[config.mk]
export PLATFORM = sky130hd
export DESIGN_NAME = signed_decimal_ascii_formatter_core
export DESIGN_NICKNAME = d
export VERILOG_FILES = /design/src/rtl/sdaf_pkg.sv /design/src/rtl/signed_decimal_ascii_formatter_core.sv
export SDC_FILE = /design/constraint.sdc
export NUM_CORES = 1
export LEC_CHECK = 0
export ABC_AREA = 1
export BUFFER_PORTS_ARGS = -buffer_cell sky130_fd_sc_hd__buf_2
export CAP_MARGIN = 20
export CORE_MARGIN = 8
export CORE_UTILIZATION = 55
export CTS_CLUSTER_SIZE = 28
export DETAILED_ROUTE_END_ITERATION = 12
export GPL_ROUTABILITY_DRIVEN = 0
export PLACE_DENSITY = 0.71
export RECOVER_POWER = 50
export SLEW_MARGIN = 20
export SYNTH_ARGS = -nofsm -noshare
export SYNTH_HDL_FRONTEND = slang
export SYNTH_SLANG_ARGS = --single-unit
[constraint.sdc]
create_clock -name clk -period 9.58 [get_ports clk]
set_input_delay 0.479 -clock clk [delete_from_list [all_inputs] [get_ports clk]]
set_output_delay 0.479 -clock clk [all_outputs]
set_load 0.01 [all_outputs]
[src/rtl/sdaf_pkg.sv]
// shared constants and types for the signed decimal ascii formatter
// no dependencies
package sdaf_pkg;

  // default widths and reset values
  localparam int        DEFAULT_VALUE_WIDTH = 32;
  localparam logic [7:0] DEFAULT_TAG_CHAR   = 8'd84;

  // conversion pipeline: value bits handled per stage
  localparam int BITS_PER_STAGE = 4;

  // ascii codes
  localparam logic [7:0] CHAR_ZERO  = 8'h30;
  localparam logic [7:0] CHAR_NINE  = 8'h39;
  localparam logic [7:0] CHAR_MINUS = 8'h2D;

  // character emitter states
  typedef enum logic [1:0] {
    ST_IDLE,
    ST_TAG,
    ST_SIGN,
    ST_DIGIT
  } emit_state_t;

endpackage

[src/rtl/signed_decimal_ascii_formatter_core.sv]
// signed integer to decimal ascii formatter, top level
// depends on sdaf_pkg
//
//   channel | direction | ports                            | transfer when
//   --------+-----------+----------------------------------+------------------------
//   in      | input     | number                           | in_valid & in_ready
//   out     | output    | ascii_char, last_char            | out_valid & out_ready
//   cfg     | input     | cfg_wr_data (tag character)      | cfg_wr_en
//
// A value passes one negate stage, ceil(VALUE_WIDTH/4) double-dabble stages (up to
// four shift-add-3 steps each), a leading-digit stage and the character emitter.
// Each value leaves as the tag, an optional sign and 1 to NUM_DIGITS digits (10 at
// VALUE_WIDTH 32), one character per cycle through the output register while
// out_ready is high; that sets the sustained rate.
// rst is synchronous, clears all valid bits and the emitter state, restores the tag.
// A stall on out holds each stage whose successor is full; nothing is dropped.
module signed_decimal_ascii_formatter_core #(
  parameter int VALUE_WIDTH = sdaf_pkg::DEFAULT_VALUE_WIDTH
) (
  input  logic                   clk,
  input  logic                   rst,
  input  logic                   cfg_wr_en,
  input  logic [7:0]             cfg_wr_data,
  input  logic                   in_valid,
  output logic                   in_ready,
  input  logic [VALUE_WIDTH-1:0] number,
  output logic                   out_valid,
  input  logic                   out_ready,
  output logic [7:0]             ascii_char,
  output logic                   last_char
);

  localparam int BPS        = sdaf_pkg::BITS_PER_STAGE;
  localparam int NUM_DIGITS = ((VALUE_WIDTH * 1233) >> 12) + 1;
  localparam int BCD_W      = 4 * NUM_DIGITS;
  localparam int NSTG       = (VALUE_WIDTH + BPS - 1) / BPS;
  localparam int IDX_W      = $clog2(NUM_DIGITS);

  // a block of double-dabble steps: add 3 to digits above 4, shift in the next bit
  function automatic logic [BCD_W+VALUE_WIDTH-1:0] dabble(
    input logic [BCD_W-1:0]       b_in,
    input logic [VALUE_WIDTH-1:0] m_in,
    input int                     base
  );
    logic [BCD_W-1:0]       b;
    logic [VALUE_WIDTH-1:0] m;
    b = b_in;
    m = m_in;
    for (int j = 0; j < BPS; j++) begin
      if (base + j < VALUE_WIDTH) begin
        for (int d = 0; d < NUM_DIGITS; d++) begin
          if (b[d*4 +: 4] >= 4'd5) begin
            b[d*4 +: 4] = b[d*4 +: 4] + 4'd3;
          end
        end
        b = {b[BCD_W-2:0], m[VALUE_WIDTH-1]};
        m = {m[VALUE_WIDTH-2:0], 1'b0};
      end
    end
    return {b, m};
  endfunction

  // tag register
  logic [7:0] tag_char;

  // conversion pipeline, stage 0 holds the magnitude
  logic [NSTG:0]            vld;
  logic [NSTG:0]            adv;
  logic [VALUE_WIDTH-1:0]   mag_q [0:NSTG];
  logic [BCD_W-1:0]         bcd_q [0:NSTG];
  logic                     neg_q [0:NSTG];

  // leading-digit stage
  logic                     lead_vld;
  logic                     lead_adv;
  logic [BCD_W-1:0]         lead_bcd;
  logic                     lead_neg;
  logic [IDX_W-1:0]         lead_idx;
  logic [IDX_W-1:0]         lead_idx_next;

  // character emitter
  sdaf_pkg::emit_state_t    state, state_next;
  logic [BCD_W-1:0]         ser_bcd;
  logic                     ser_neg;
  logic [IDX_W-1:0]         ser_idx, ser_idx_next;
  logic                     emit;
  logic                     load;
  logic [7:0]               char_next;
  logic                     last_next;
  logic [3:0]               cur_digit;

  // tag register write
  always_ff @(posedge clk) begin
    if (rst) begin
      tag_char <= sdaf_pkg::DEFAULT_TAG_CHAR;
    end else if (cfg_wr_en) begin
      tag_char <= cfg_wr_data;
    end
  end

  // stage advance chain, back to front
  always_comb begin
    adv[NSTG] = !vld[NSTG] || lead_adv;
    for (int s = NSTG - 1; s >= 0; s--) begin
      adv[s] = !vld[s] || adv[s+1];
    end
  end

  assign in_ready = adv[0];

  // pipeline valid bits
  always_ff @(posedge clk) begin
    if (rst) begin
      vld <= '0;
    end else begin
      if (adv[0]) begin
        vld[0] <= in_valid;
      end
      for (int s = 1; s <= NSTG; s++) begin
        if (adv[s]) begin
          vld[s] <= vld[s-1];
        end
      end
    end
  end

  // pipeline data: negate into a magnitude, then the dabble stages
  always_ff @(posedge clk) begin
    if (adv[0]) begin
      neg_q[0] <= number[VALUE_WIDTH-1];
      mag_q[0] <= number[VALUE_WIDTH-1] ? (~number + VALUE_WIDTH'(1)) : number;
      bcd_q[0] <= '0;
    end
    for (int s = 1; s <= NSTG; s++) begin
      if (adv[s]) begin
        neg_q[s]               <= neg_q[s-1];
        {bcd_q[s], mag_q[s]}   <= dabble(bcd_q[s-1], mag_q[s-1], (s - 1) * BPS);
      end
    end
  end

  // highest nonzero digit, zero when the value is zero
  always_comb begin
    lead_idx_next = '0;
    for (int d = 0; d < NUM_DIGITS; d++) begin
      if (bcd_q[NSTG][d*4 +: 4] != 4'd0) begin
        lead_idx_next = IDX_W'(d);
      end
    end
  end

  assign lead_adv = !lead_vld || load;

  always_ff @(posedge clk) begin
    if (rst) begin
      lead_vld <= 1'b0;
    end else if (lead_adv) begin
      lead_vld <= vld[NSTG];
    end
  end

  always_ff @(posedge clk) begin
    if (lead_adv) begin
      lead_bcd <= bcd_q[NSTG];
      lead_neg <= neg_q[NSTG];
      lead_idx <= lead_idx_next;
    end
  end

  // emitter: one character per free output slot
  assign emit      = (state != sdaf_pkg::ST_IDLE) && (!out_valid || out_ready);
  assign cur_digit = ser_bcd[ser_idx*4 +: 4];

  always_comb begin
    state_next   = state;
    ser_idx_next = ser_idx;
    char_next    = tag_char;
    last_next    = 1'b0;
    case (state)
      sdaf_pkg::ST_IDLE: begin
        char_next = tag_char;
      end
      sdaf_pkg::ST_TAG: begin
        char_next = tag_char;
        if (emit) begin
          state_next = ser_neg ? sdaf_pkg::ST_SIGN : sdaf_pkg::ST_DIGIT;
        end
      end
      sdaf_pkg::ST_SIGN: begin
        char_next = sdaf_pkg::CHAR_MINUS;
        if (emit) begin
          state_next = sdaf_pkg::ST_DIGIT;
        end
      end
      sdaf_pkg::ST_DIGIT: begin
        char_next = sdaf_pkg::CHAR_ZERO + {4'd0, cur_digit};
        last_next = (ser_idx == '0);
        if (emit) begin
          if (last_next) begin
            state_next = sdaf_pkg::ST_IDLE;
          end else begin
            ser_idx_next = ser_idx - IDX_W'(1);
          end
        end
      end
      default: begin
        state_next = sdaf_pkg::ST_IDLE;
      end
    endcase
    load = lead_vld && (state_next == sdaf_pkg::ST_IDLE);
    if (load) begin
      state_next   = sdaf_pkg::ST_TAG;
      ser_idx_next = lead_idx;
    end
  end

  always_ff @(posedge clk) begin
    if (rst) begin
      state <= sdaf_pkg::ST_IDLE;
    end else begin
      state <= state_next;
    end
  end

  always_ff @(posedge clk) begin
    ser_idx <= ser_idx_next;
    if (load) begin
      ser_bcd <= lead_bcd;
      ser_neg <= lead_neg;
    end
  end

  // output register
  always_ff @(posedge clk) begin
    if (rst) begin
      out_valid <= 1'b0;
    end else if (emit) begin
      out_valid <= 1'b1;
    end else if (out_ready) begin
      out_valid <= 1'b0;
    end
  end

  always_ff @(posedge clk) begin
    if (emit) begin
      ascii_char <= char_next;
      last_char  <= last_next;
    end
  end

endmodule

==> run summary, run 1 <==
Fill cells: 4867
Number of port buffers: 55
FP Rows: 86
Warnings, synthesis: 0
Worst Skew: 22.76 ps
CTS tree: built
Skew-Pair Late Insertion Delay: 590 ps
Register bit total from synthesis: 458
Worst setup SP type: flip-flop
Critical path type: reg -> out
Hold Path Stages: 3
Min-delay src: cfg_wr_data[2]
Starting density of the core: 55.43%
Drt total wl: 49680 um
Dpl ws: 4497 ps
Mean Syn Cell Area: 7.944 um2
Die area: 63090 um2
Final setup fails: 0
Core footprint: 54880 um2
Post_cts resized: 0
Router iterations before antenna repair: 5
Io pins: 56
Wire length per cell: 10.62 um
Synth Area in Simple Gates: 32.76%
Mux contribution to synthesized area: 0.06581%
Root Buffer: clkbuf_16
Clock buffer depth: 3
Final Cycle Share: 58.78%
Library cells used by synthesis: 51
Maxcap violations: 3
Syn-to-layout area delta: 8.391%
Largest family of logic cells by synthesized area: simple AND/OR/NAND/NOR gates
Global-route wire length before repair: 88910 um
Fin nets: 4125
WHS Endpoint: tag_char[2]
Commonest cells after routing, fill and taps aside: nand2_1, inv_1, edfxtp_1
ANT nets after route: 0
CP required: 9100 ps
Drt initial violations: 934
Antenna diodes: 0
Reg-to-reg slack, setup: 4880 ps
Slew HR: -56.78%
Setup TNS: 0 ps
Crit path capture type: output pin
Slew Limit Fails: 128
Cells on worst reg2reg path: 14
Seq/Total Area, Yosys: 44.52%
Hold Vio Cnt, Final: 0
DRC: 0
Htree depth: 2
Total grt overflow: 0
Clock slew at reported path FFs: 60 ps
Total placed instance area: 31590 um2
DP Wirelength: 38340 um
# hold bufs at CTS: 0
Max Clk Rate: 0.1776 GHz
Die Y: 251.2 um
Layout cells sized above 1: 7.777%
Vias per cell: 4.988
Overall global routing resource usage: 15.91%
Vias in the first global route: 21.75k
Mapped cell area: 30420 um2
Min-Delay Path Class: in -> reg
Syn Inst Count: 3829
Design area: 32970 um2
CP max FO: 44
Syn Nets: 4021
Die Wd: 251.2 um
Synth Area in Adders: 6.047%
Post-CTS setup buffer count: 0
Worst-Margin Slew: 2352 ps
TritonCTS Buffers: 51
RSZ-0062 raised after global routing: no
Failing checks: capacitance limit, slew limit
Via Count: 23.33k
Multi-input gate area: 14040 um2
Fin crit period: 5631 ps
Most common cell after layout, fill and taps aside: nand2_1
Setup slack after layout: 3949 ps
Finished Core Util: 60.08%
Outcome: complete, but fails checks
Sequential cell area: 13540 um2
Initial antenna violation count: 0
Post-Synth XOR/XNOR Area: 3.060%
Reg-to-Reg End: mag_q[256]
Largest net degree at the start of global routing: 50
Compound-Gate Fraction of Synth Area: 5.298%
Arrival @ worst endpoint: 5150 ps
Clk sinks: 458
Worst r2r src: ser_idx[0]
==> worst max-delay path: stages, from the launching register on <==
cell and delay [ps]:
edfxtp_1 750, inv_1 410, ha_1 350, nand3_1 150
o21ai_0 100, nand2_1 70, o21ai_0 140, nand2_1 180
nand4_2 90, buf_4 320, nor2_4 250, nand4_2 90
buf_4 300, nor2_2 230, nand3_2 690, buf_2 410
==> metal layers <==
layer / up-vias / part of all wire [%] / global-route usage [%]
met1: 10270 / 44 / 17.93
met3: 79 / 2.8 / 2.138
li1: 12780 / - / -
met4: 0 / 2.2 / 4.739
met2: 198 / 51 / 30.78
met5: - / 0 / 0
==> synthesized netlist by cell type, drive strengths merged <==
| cell type | instances | area, um2 |
|---|---|---|
| o21bai | 7 | 52.55 |
| nand3 | 444 | 2577 |
| a22o | 1 | 8.760 |
| inv | 655 | 2459 |
| nor4 | 9 | 56.30 |
| nand3b | 17 | 127.6 |
| a31o | 2 | 17.52 |
| mux2i | 2 | 20.02 |
| o21a | 4 | 30.03 |
| edfxtp | 437 | 13120 |
| o211ai | 9 | 67.56 |
| nand4 | 109 | 694.4 |
| and2 | 24 | 156.4 |
| a211oi | 3 | 22.52 |
| o22ai | 7 | 43.79 |
| clkbuf | 10 | 37.54 |
| a21o | 25 | 188.9 |
| a21oi | 45 | 229.0 |
| buf | 1 | 7.510 |
| nor3 | 7 | 35.03 |
| dfxtp | 21 | 420.4 |
| o221ai | 5 | 43.79 |
| xnor2 | 26 | 235.2 |
| nand2 | 1452 | 5813 |
| xor2 | 73 | 695.7 |
| or2 | 14 | 87.58 |
| o21ai | 153 | 829.5 |
| nor2 | 108 | 417.9 |
| ha | 147 | 1839 |
| o41ai | 1 | 8.760 |
| a31oi | 5 | 31.28 |
| clkinv | 1 | 3.750 |
| a21boi | 5 | 37.54 |
==> kinds of logic (layout without fill, tap and decap cells) <==
| family | Yosys count | count (layout) |
|---|---|---|
| and+or+nand+nor | 2184 | 2184 |
| buffers and inverters | 667 | 811 |
| DFF | 458 | 458 |
| AOI/OAI and AO/OA | 272 | 272 |
| adders and majority gates | 147 | 147 |
| xor gates and xnor gates | 99 | 99 |
| muxes | 2 | 2 |
==> how the worst max path moves through the flow <==
stage	startpoint	to	slack [ps]	depth (start not counted)
global placement	ser_idx[0]	in_ready	4620	14
detailed placement	ser_idx[0]	in_ready	4500	14
global route	ser_idx[0]	in_ready	3440	15
CTS	ser_idx[0]	in_ready	3850	14
finish	ser_idx[0]	in_ready	3950	15
floorplan	out_ready	bcd_q[280]	4690	10
==> sequential cells by signal (all words and copies together), names as in the netlist, 2 cells and up <==
register,count
state,2
mag_q,144
tag_char,8
ser_idx,4
lead_idx,4
vld,9
ser_bcd,40
bcd_q,185
ascii_char,8
neg_q,9
lead_bcd,40
==> cell type report <==
cell class / count / area share [%]
Inverter: 656 / 7.468
Tap cell: 704 / 2.672
Timing Repair Buffer: 62 / 0.9222
Clock inverter: 34 / 1.256
Multi-Input combinational cell: 2704 / 42.58
Clock buffer: 59 / 4.026
Sequential cell: 458 / 41.08
==> metrics by stage <==
step / hold WS (ps) / instances
3_5_place_dp: 404.5 / 4583
3_3_place_gp: 400.2 / 4583
6_report: 114.3 / 4677
4_1_cts: 70.88 / 4676
5_1_grt: 98.23 / 4677
2_1_floorplan: 400.3 / 3829
Power of run 1 is not shown: default switching activity piles up to over one toggle a cycle in this logic, so the estimate is an artifact.
==> run 2: changes to the inputs <==
==> constraint.sdc (replaced) <==
create_clock -name clk -period 5.75 [get_ports clk]
set_input_delay 0.2875 -clock clk [delete_from_list [all_inputs] [get_ports clk]]
set_output_delay 0.2875 -clock clk [all_outputs]
set_load 0.01 [all_outputs]
==> run summary, run 2 (synthesis results as in run 1) <==
Slew Limit Fails: 32 (-75%)
Wire length per cell: 10.75 um (+1.2%)
Clock buffer depth: 3 (unchanged)
Cells on worst reg2reg path: 12 (-2)
Total grt overflow: 0 (unchanged)
Htree depth: 2 (unchanged)
Worst Skew: 24.40 ps (+1.633 ps)
Met2 Track Usage GR: 31.77% (+0.98 points)
Via Count: 23.48k (+0.63%)
# hold bufs at CTS: 23 (+23)
Gr busiest metal: met2
Fin nets: 4148 (+0.56%)
Crit path cell chain: inv_1, ha_1, nand3_1, o21ai_0, nand2_1, o21ai_0, nand2_1, nand4_2, nor2_4, nand4_2, nor2_2, nand3_2, buf_2
Root Buffer: clkbuf_16
Initial antenna violation count: 0 (unchanged)
Slowest stage delay, CP: 770 ps (+20 ps)
Cell Count, Final, Fillers Out: 4698 (+0.45%)
DP Wirelength: 38400 um (+0.16%)
Die Wd: 251.2 um (unchanged)
Hold Vio Cnt, Final: 0 (unchanged)
Vias in the first global route: 21.91k (+0.74%)
Starting density of the core: 55.43% (unchanged)
TritonCTS Buffers: 50 (-2.0%)
ANT nets after route: 0 (unchanged)
DRC: 0 (unchanged)
Router iterations before antenna repair: 5 (unchanged)
Arrival @ worst endpoint: 4700 ps (-450 ps)
Hold Path Stages: 2 (-1)
Post_cts resized: 0 (unchanged)
Final setup fails: 0 (unchanged)
Drt initial violations: 945 (+1.2%)
Max reg flops: 185 (unchanged)
Die area: 63090 um2 (unchanged)
Grt met3 use: 2.344% (+0.21 points)
Max Clk Rate: 0.2003 GHz
Syn-to-layout area delta: 9.477%
Min-Delay Path Class: in -> reg
Worst setup SP type: flip-flop
CP required: 5460 ps (-3640 ps)
Placed cell count: 4583 (unchanged)
Layout cells sized above 1: 7.887% (+0.11 points)
Fill cells: 4835 (-0.66%)
Core footprint: 54880 um2 (unchanged)
FP Rows: 86 (unchanged)
Post-CTS setup buffer count: 0 (unchanged)
Die Y: 251.2 um (unchanged)
Skew-Pair Late Insertion Delay: 590 ps (about the same)
Top reg by flops: bcd_q
Vias per cell: 4.997 (+0.18%)
Antenna diodes: 0 (unchanged)
Global-route wire length before repair: 89260 um (+0.40%)
Critical path type: reg -> out
Biggest regs: bcd_q (185), mag_q (144)
Number of port buffers: 55 (unchanged)
Crit path capture type: output pin
CTS tree: built
Fin crit period: 4991 ps
CP max-delay cell: edfxtp_1
Final Cycle Share: 86.81%
Io pins: 56 (unchanged)
Clk sinks: 458 (unchanged)
Overall global routing resource usage: 16.05% (+0.14 points)
Worst-Margin Slew: 1536 ps (-815.2 ps)
RSZ-0062 raised after global routing: no
Commonest cells after routing, fill and taps aside: nand2_1, inv_1, edfxtp_1
Maxcap violations: 1 (-2)
Drt total wl: 50500 um (+1.6%)
Largest net degree at the start of global routing: 50 (unchanged)
Slew HR: -2.431% (+54 points)
Outcome: complete, but fails checks
Setup TNS: 0 ps (unchanged)
Failing checks: capacitance limit, slew limit
CP max FO: 35 (-20%)
Routing usage on met1: 17.44% (-0.49 points)
Most common cell after layout, fill and taps aside: nand2_1
Clock slew at reported path FFs: 60 ps (about the same)
[run 2: through the flow]
step / area [um2] / hold WS, ps / worst slack (ps) / util (%)
final: 33300 / 36.81 / 758.6 / 60.68
after global routing: 33300 / 22.64 / 344.5 / 60.68
after CTS: 33590 / 2.252 / 762.7 / 61.21
after detailed placement: 31590 / 404.5 / 1435 / 57.56
after global placement: 31590 / 401.2 / 1499 / 57.56
after floorplan: 30420 / 356.6 / 875.6 / -
[run 2: cell type report]
cell class                 count  area (um2)  area share (%)
sequential                   458       13540           40.67
clock inverter                33       494.2           1.484
tap                          704       880.8           2.645
multi-input combinational   2704       14090           42.30
clock buffer                  57        1277           3.836
inverter                     656        2462           7.394
timing repair buffer          86       556.8           1.672
[run 2: per-layer routing]
metal / up-vias / wire (um)
met5: - / 0
met4: 0 / 1184
met3: 77 / 1396
met2: 217 / 26170
met1: 10390 / 21750
li1: 12800 / -
[run 2: worst paths after layout]
kind,startpoint,endpoint,slack [ps]
min reg2reg,mag_q[147],mag_q[119],410
max reg2reg,ser_idx[0],mag_q[267],1500
min,number[11],mag_q[267],40
max,ser_idx[0],in_ready,760
[run 2: critical path, delay by kind of cell, from the launching register on]
| family | cells | cell delay, ps |
|---|---|---|
| AND/OR/NAND/NOR | 8 | 1880 |
| buffers and inverters | 2 | 850 |
| adder cells (fa/ha/maj) | 1 | 350 |
| flip-flops | 1 | 770 |
| AO/OA/AOI/OAI | 2 | 230 |
Power of run 2 is left out for the same reason.
